### src/ucpd_pkg.sv
// ----------------------------------------------------------------------------
// ucpd_pkg: shared types for the UTF-8 code point decoder
// Word operations passed from the classifier to the assembler, queue entry.
// ----------------------------------------------------------------------------
package ucpd_pkg;

	localparam int unsigned BYTE_W      = 8;
	localparam int unsigned CP_W        = 31;
	localparam int unsigned CNT_W       = 3;
	localparam int unsigned CONT_BITS   = 6;
	localparam int unsigned MAX_SEQ     = 6;
	localparam int unsigned QUEUE_DEPTH = 2;

	// What the back end does with one classified word
	typedef enum logic [1:0] {
		OP_SINGLE = 2'd0,  // emit data as a one-byte code point
		OP_LEAD   = 2'd1,  // load accumulator with lead payload
		OP_CONT   = 2'd2,  // shift in six bits, sequence still open
		OP_LAST   = 2'd3   // shift in six bits and emit
	} ucpd_op_t;

	typedef struct packed {
		ucpd_op_t            op;
		logic [BYTE_W-1:0]   data;
		logic [CNT_W-1:0]    cnt;
	} ucpd_entry_t;

endpackage

### src/utf8_code_point_decoder_core.sv
// ----------------------------------------------------------------------------
// utf8_code_point_decoder_core: streaming six-byte UTF-8 decoder
// Takes one byte word per cycle while the queue has room, emits code point and byte count words.
// ----------------------------------------------------------------------------
//
//  channel | signals                          | direction | word
//  --------+----------------------------------+-----------+------------------
//  in      | in_valid, in_ready, in_byte      | sink      | one raw text byte
//  out     | out_valid, out_ready,            | source    | one code point
//          | code_point, byte_count           |           | and its length
//
// One byte word is taken every cycle while the queue has room; the result
// of its last byte passes the queue and then the output register (classify,
// queue, assemble). Throughput: one byte per cycle unless the output stalls,
// set by the combinational classifier and the one-entry-per-cycle assembler.
// Reset (arst_n low) closes any open sequence and empties queue and output.
// An output stall stops only the assembler when it holds an emitting word;
// the classifier keeps accepting until the queue fills.
module utf8_code_point_decoder_core #(
	parameter int unsigned QUEUE_DEPTH = ucpd_pkg::QUEUE_DEPTH
) (
	input  logic                          clk,
	input  logic                          arst_n,
	input  logic                          in_valid,
	output logic                          in_ready,
	input  logic [ucpd_pkg::BYTE_W-1:0]   in_byte,
	output logic                          out_valid,
	input  logic                          out_ready,
	output logic [ucpd_pkg::CP_W-1:0]     code_point,
	output logic [ucpd_pkg::CNT_W-1:0]    byte_count
);
	import ucpd_pkg::*;

	ucpd_entry_t front_entry;  // classified word from the front end
	ucpd_entry_t back_entry;   // head of queue
	logic        take;         // input word accepted this cycle
	logic        q_not_full;
	logic        q_not_empty;
	logic        q_pop;

	assign in_ready = q_not_full;
	assign take     = in_valid && q_not_full;

	// Front: sequence tracking and byte classification
	ucpd_front u_front (
		.clk     (clk),
		.arst_n  (arst_n),
		.take    (take),
		.in_byte (in_byte),
		.entry   (front_entry)
	);

	// Queue: lets front and back stall independently
	ucpd_fifo #(
		.DEPTH (QUEUE_DEPTH)
	) u_fifo (
		.clk       (clk),
		.arst_n    (arst_n),
		.push      (take),
		.push_data (front_entry),
		.not_full  (q_not_full),
		.pop       (q_pop),
		.pop_data  (back_entry),
		.not_empty (q_not_empty)
	);

	// Back: accumulate six-bit groups, register results
	ucpd_back u_back (
		.clk         (clk),
		.arst_n      (arst_n),
		.entry_valid (q_not_empty),
		.entry       (back_entry),
		.entry_pop   (q_pop),
		.out_valid   (out_valid),
		.out_ready   (out_ready),
		.code_point  (code_point),
		.byte_count  (byte_count)
	);

endmodule

### src/ucpd_front.sv
// ----------------------------------------------------------------------------
// ucpd_front: byte classifier
// Tracks sequence position and turns each byte into a queue entry.
// ----------------------------------------------------------------------------
module ucpd_front (
	input  logic                      clk,
	input  logic                      arst_n,
	input  logic                      take,
	input  logic [ucpd_pkg::BYTE_W-1:0] in_byte,
	output ucpd_pkg::ucpd_entry_t     entry
);
	import ucpd_pkg::*;

	logic [CNT_W-1:0] bytes_left_q;
	logic [CNT_W-1:0] seq_len_q;
	logic [CNT_W-1:0] lead_n;     // leading ones, saturated at 7
	logic [BYTE_W-1:0] lead_mask;

	always_comb begin
		unique casez (in_byte)
			8'b0???????: lead_n = 3'd0;
			8'b10??????: lead_n = 3'd1;
			8'b110?????: lead_n = 3'd2;
			8'b1110????: lead_n = 3'd3;
			8'b11110???: lead_n = 3'd4;
			8'b111110??: lead_n = 3'd5;
			8'b1111110?: lead_n = 3'd6;
			default:     lead_n = 3'd7;
		endcase
	end

	assign lead_mask = 8'h7F >> lead_n;

	always_comb begin
		entry.cnt = seq_len_q;
		if (bytes_left_q != '0) begin
			entry.op   = (bytes_left_q == CNT_W'(1)) ? OP_LAST : OP_CONT;
			entry.data = {2'b00, in_byte[CONT_BITS-1:0]};
		end else if (lead_n == 3'd1) begin
			// stray continuation byte
			entry.op   = OP_SINGLE;
			entry.data = {2'b00, in_byte[CONT_BITS-1:0]};
		end else if (lead_n == 3'd0 || lead_n > CNT_W'(MAX_SEQ)) begin
			// ASCII, or 0xFE / 0xFF passed through raw
			entry.op   = OP_SINGLE;
			entry.data = in_byte;
		end else begin
			entry.op   = OP_LEAD;
			entry.data = in_byte & lead_mask;
		end
	end

	always_ff @(posedge clk or negedge arst_n) begin
		if (!arst_n) begin
			bytes_left_q <= '0;
			seq_len_q    <= '0;
		end else if (take) begin
			if (bytes_left_q != '0) begin
				bytes_left_q <= bytes_left_q - CNT_W'(1);
			end else if (entry.op == OP_LEAD) begin
				bytes_left_q <= lead_n - CNT_W'(1);
				seq_len_q    <= lead_n;
			end
		end
	end

endmodule

### src/ucpd_fifo.sv
// ----------------------------------------------------------------------------
// ucpd_fifo: short register queue
// Decouples the classifier from the assembler.
// ----------------------------------------------------------------------------
module ucpd_fifo #(
	parameter int unsigned DEPTH = ucpd_pkg::QUEUE_DEPTH
) (
	input  logic                  clk,
	input  logic                  arst_n,
	input  logic                  push,
	input  ucpd_pkg::ucpd_entry_t push_data,
	output logic                  not_full,
	input  logic                  pop,
	output ucpd_pkg::ucpd_entry_t pop_data,
	output logic                  not_empty
);
	import ucpd_pkg::*;

	localparam int unsigned PW = (DEPTH > 1) ? $clog2(DEPTH) : 1;
	localparam int unsigned CW = $clog2(DEPTH + 1);

	ucpd_entry_t   mem_q [DEPTH];
	logic [PW-1:0] wr_ptr_q;
	logic [PW-1:0] rd_ptr_q;
	logic [CW-1:0] count_q;

	assign not_full  = (count_q != CW'(DEPTH));
	assign not_empty = (count_q != '0);
	assign pop_data  = mem_q[rd_ptr_q];

	function automatic logic [PW-1:0] ptr_next(input logic [PW-1:0] p);
		return (p == PW'(DEPTH - 1)) ? '0 : p + PW'(1);
	endfunction

	always_ff @(posedge clk) begin
		if (push) begin
			mem_q[wr_ptr_q] <= push_data;
		end
	end

	always_ff @(posedge clk or negedge arst_n) begin
		if (!arst_n) begin
			wr_ptr_q <= '0;
			rd_ptr_q <= '0;
			count_q  <= '0;
		end else begin
			if (push) begin
				wr_ptr_q <= ptr_next(wr_ptr_q);
			end
			if (pop) begin
				rd_ptr_q <= ptr_next(rd_ptr_q);
			end
			if (push && !pop) begin
				count_q <= count_q + CW'(1);
			end else if (pop && !push) begin
				count_q <= count_q - CW'(1);
			end
		end
	end

endmodule

### src/ucpd_back.sv
// ----------------------------------------------------------------------------
// ucpd_back: code point assembler
// Accumulates payload bits and holds the result word in an output register.
// ----------------------------------------------------------------------------
module ucpd_back (
	input  logic                          clk,
	input  logic                          arst_n,
	input  logic                          entry_valid,
	input  ucpd_pkg::ucpd_entry_t         entry,
	output logic                          entry_pop,
	output logic                          out_valid,
	input  logic                          out_ready,
	output logic [ucpd_pkg::CP_W-1:0]     code_point,
	output logic [ucpd_pkg::CNT_W-1:0]    byte_count
);
	import ucpd_pkg::*;

	logic [CP_W-1:0]  acc_q;
	logic [CP_W-1:0]  shifted;
	logic             out_valid_q;
	logic [CP_W-1:0]  code_point_q;
	logic [CNT_W-1:0] byte_count_q;
	logic             emits;
	logic             out_free;

	assign shifted   = {acc_q[CP_W-CONT_BITS-1:0], entry.data[CONT_BITS-1:0]};
	assign emits     = (entry.op == OP_SINGLE) || (entry.op == OP_LAST);
	assign out_free  = !out_valid_q || out_ready;
	assign entry_pop = entry_valid && (!emits || out_free);

	assign out_valid  = out_valid_q;
	assign code_point = code_point_q;
	assign byte_count = byte_count_q;

	always_ff @(posedge clk) begin
		if (entry_pop) begin
			unique case (entry.op)
				OP_SINGLE: begin
					code_point_q <= CP_W'(entry.data);
					byte_count_q <= CNT_W'(1);
				end
				OP_LEAD: acc_q <= CP_W'(entry.data);
				OP_CONT: acc_q <= shifted;
				OP_LAST: begin
					code_point_q <= shifted;
					byte_count_q <= entry.cnt;
				end
				default: acc_q <= acc_q;
			endcase
		end
	end

	always_ff @(posedge clk or negedge arst_n) begin
		if (!arst_n) begin
			out_valid_q <= 1'b0;
		end else if (entry_pop && emits) begin
			out_valid_q <= 1'b1;
		end else if (out_ready) begin
			out_valid_q <= 1'b0;
		end
	end

endmodule

### config.mk
export PLATFORM = sky130hd
export DESIGN_NAME = utf8_code_point_decoder_core
export DESIGN_NICKNAME = d
export VERILOG_FILES = /design/src/ucpd_pkg.sv /design/src/utf8_code_point_decoder_core.sv /design/src/ucpd_front.sv /design/src/ucpd_fifo.sv /design/src/ucpd_back.sv
export SDC_FILE = /design/constraint.sdc
export NUM_CORES = 1
export LEC_CHECK = 0
export CAP_MARGIN = 20
export CORE_ASPECT_RATIO = 1.1
export CORE_UTILIZATION = 60
export CTS_BUF_LIST = sky130_fd_sc_hd__clkbuf_2 sky130_fd_sc_hd__clkbuf_4 sky130_fd_sc_hd__clkbuf_8
export CTS_CLUSTER_SIZE = 8
export DETAILED_ROUTE_END_ITERATION = 8
export DONT_BUFFER_PORTS = 1
export PLACE_DENSITY = 0.76
export SETUP_SLACK_MARGIN = 0.2
export SYNTH_ARGS = -nofsm -noshare
export SYNTH_HDL_FRONTEND = slang
export SYNTH_SLANG_ARGS = --single-unit
### constraint.sdc
create_clock -name clk -period 3.9 [get_ports clk]
set_input_delay 1.17 -clock clk [delete_from_list [all_inputs] [get_ports clk]]
set_output_delay 1.17 -clock clk [all_outputs]
set_load 0.02 [all_outputs]
==> results.yml <==
clock_tree:
  htree_levels: 3
  hold_buffers: 0
  clock_path_buffers: 2
  cts_tree: "done"
  root_buffer: "clkbuf_8"
  cts_buffers: 9
  cts_setup_buffers: 0
  cts_resized: 0
  cts.sinks: 96
  clkTransAtPathRegs_ns: 0.09
  insertion_delay_ns: 0.34
critical_path:
  crit_type: "in2reg"
  crit_required_ns: 4.12
  arrival_ns: 3.08
  worst_r2r_startpoint: "u_fifo.rd_ptr_q$_DFFE_PN0P_"
  crit_fanout: 8
  critical_path.startpoint: "in_byte[5]"
  start_kind: "primary input"
  endpoint_kind: "register"
cells_and_area:
  post-route-util_pct: 67.8
  diodes: 0
  fill_cells: 428
  area_growth_pct: 7.66
  drive_above_1_share_pct: 14.6
  stdcell_count: 340
  nets: 277
floorplan:
  placeableCoreArea_um2: 6230
  die_height_um: 86.8
  fp.dieW_um: 79.1
  io_pins: 48
  row_count: 30
  start_util_pct: 62.9
  dieArea_um2: 6860
flow_run:
  drv_cap: 0
logic_synthesis:
  synthesis.area_um2: 3920
  synthDominantCellAreaShare_pct: 65.1
  synth_cell_type_count: 39
  async_flop_share_pct: 11.5
  synth_area_leaders: "edfxtp_1 (65%), dfrtp_1 (7.0%), and2_1 (6.5%)"
  synth-seq-cells: 96
  netlist_instances: 249
  syn_nets: 271
  synth_edf_count: 85
  synth.avg_cell_area_um2: 15.7
  synth_seq_area_share_pct: 72.1
  synth_largest_area_cell: "edfxtp_1"
  yosysWarnings: 0
  synth_ff_type: "edfxtp_1"
sta:
  hold_violations: 0
  relSlewSlack_pct: 51.9
  min_period_over_period_pct: 73.2
  maxSlewViolCount: 0
  rsz0062_at_grt: "false"
  tightest_slew_ns: 0.722
  setup_viol: 0
  final.setup_skew_ns: 0.00915
  fin_crit_ns: 2.86
  setup_tns_ns: 0
  fmax_mhz: 350
  postLayoutSetupSlackWorst_ns: 1.04
run_status:
  status: "complete, no violations"
placed_design:
  preCtsSetupSlack_ns: 0.672
  dp_cells: 324
  detailed_place_hpwl_um: 3950
  port_buffers: 0
  gp_congestion: 0.833
route:
  via_per_inst: 5.60
  drcViolationCount: 0
  firstDrtPassIters: 4
  post_drt_wl_per_cell_um: 17.2
  drtIter0Drc: 129
  ant_nets: 0
  routed_wirelength_um: 5830
  vias: 1904
pwr:
  power_mw: 3.88
  leakage_nw: 1.55
  vdd_drop_max_v: 0.000462
  p_per_area_nw_per_um2: 920
worst_hold_path:
  worstHoldStart: "u_front.seq_len_q[0]$_DFFE_PN0P_"
  worstHoldPathType: "reg2reg"
grt:
  grt_max_degree: 35
  grtUsageTotal_pct: 19.1
  grt_pass1_wl_um: 9530
  grt_overflow: 0
  grt_pass1_vias: 1934
  antenna_found_initial: 0
-- path summary, 6_finish.rpt --
path | end | slack, ns | depth (start not counted)
worst max-delay path | u_front.seq_len_q[1]$_DFFE_PN0P_ | 1.04 | 8
max in group asynchronous | u_front.seq_len_q[1]$_DFFE_PN0P_ | 3.31 | 0
min in group asynchronous | u_front.bytes_left_q[2]$_DFFE_PN0P_ | 0.51 | 0
worst min register to register | u_fifo.mem_q[1][0]$_DFFE_PP_ | 0.49 | 0
worst min-delay path | u_fifo.mem_q[1][0]$_DFFE_PP_ | 0.49 | 0
worst max register to register | u_back.code_point[2]$_DFFE_PP_ | 1.53 | 6
-- power breakdown --
group	internal (mW)	total [mW]	switching (mW)	leakage (nW)
Combinational	0.374	0.996	0.622	0.502
Sequential	1.84	2.26	0.425	0.951
Clock	0.296	0.626	0.330	0.0933
-- cells in the final DEF, fill, tap and decap left out, drive strengths merged, types with 2 or more instances in the layout --
master | Yosys | layout
clkbuf | 8 | 9
o21ai | 5 | 5
o31ai | 2 | 2
edfxtp | 85 | 85
ha | 10 | 10
a21oi | 3 | 3
nor2 | 8 | 8
a31oi | 2 | 2
inv | 10 | 11
nand2b | 4 | 4
and2 | 41 | 41
clkinv | 0 | 3
nor2b | 4 | 4
o22ai | 2 | 2
xor2 | 3 | 3
nand4 | 2 | 2
o21a | 4 | 4
clkinvlp | 0 | 2
xnor2 | 3 | 3
nand3 | 2 | 2
buf | 1 | 4
mux2 | 15 | 15
nand2 | 6 | 6
and3 | 2 | 2
mux2i | 5 | 5
dfrtp | 11 | 11
-- sequential cells by signal (all words and copies together) (netlist names) --
| name | count |
|---|---|
| u_fifo.rd_ptr_q | 1 |
| u_fifo.wr_ptr_q | 1 |
| u_back.code_point | 31 |
| u_front.seq_len_q | 3 |
| u_back.acc_q | 25 |
| u_back.byte_count | 3 |
| u_fifo.mem_q | 26 |
| u_fifo.count_q | 2 |
| u_back.out_valid | 1 |
| u_front.bytes_left_q | 3 |
-- synthesized netlist by cell type (3+ instances only) --
master,instances
nor2b_1,4
xor2_1,3
o21a_1,4
xnor2_1,3
a21oi_1,3
nand2_1,6
o21ai_0,5
clkbuf_1,8
mux2_2,13
dfrtp_1,11
mux2i_1,4
and2_1,41
ha_1,10
edfxtp_1,85
nand2b_1,4
inv_1,10
nor2_1,7
-- layout make-up --
cell class	instances	area, um2	share of cell area [%]
Sequential cell	96	2830	67.0
Multi-Input combinational cell	134	1030	24.4
Inverter	10	37.5	0.889
Clock buffer	9	124	2.93
Clock inverter	7	71.3	1.69
Tap cell	80	100	2.37
Timing Repair Buffer	4	30.0	0.711
-- metal layers --
layer | routed length [um] | GRT usage, %
met1 | 2580 | 23.9
met2 | 2950 | 31.7
met3 | 169 | 3.37
met4 | 128 | 10.4
met5 | 0 | 0
-- critical path, cell delays in order --
cell and delay (ns):
or2b_1 0.21, a31oi_1 0.39, inv_1 0.13, ha_1 0.23
nand3b_1 0.24, mux2i_4 0.30, nor2_2 0.09, mux2_1 0.31
-- cell families after synthesis --
logic type	synth area share (%)
AOI/OAI and AO/OA	3.89
xor gates and xnor gates	1.34
adders and majority gates	3.19
buffers and inverters	1.85
DFF	72.1
muxes	5.90
and+or+nand+nor	11.7
-- metrics by stage --
| step | hold WS (ns) | area [um2] |
|---|---|---|
| 2_1_floorplan | 0.435 | 3920 |
| 3_3_place_gp | 0.457 | 4030 |
| 3_5_place_dp | 0.473 | 4030 |
| 4_1_cts | 0.490 | 4220 |
| 5_1_grt | 0.484 | 4220 |
| 6_report | 0.489 | 4220 |
Power figures use the tool's default switching activity.
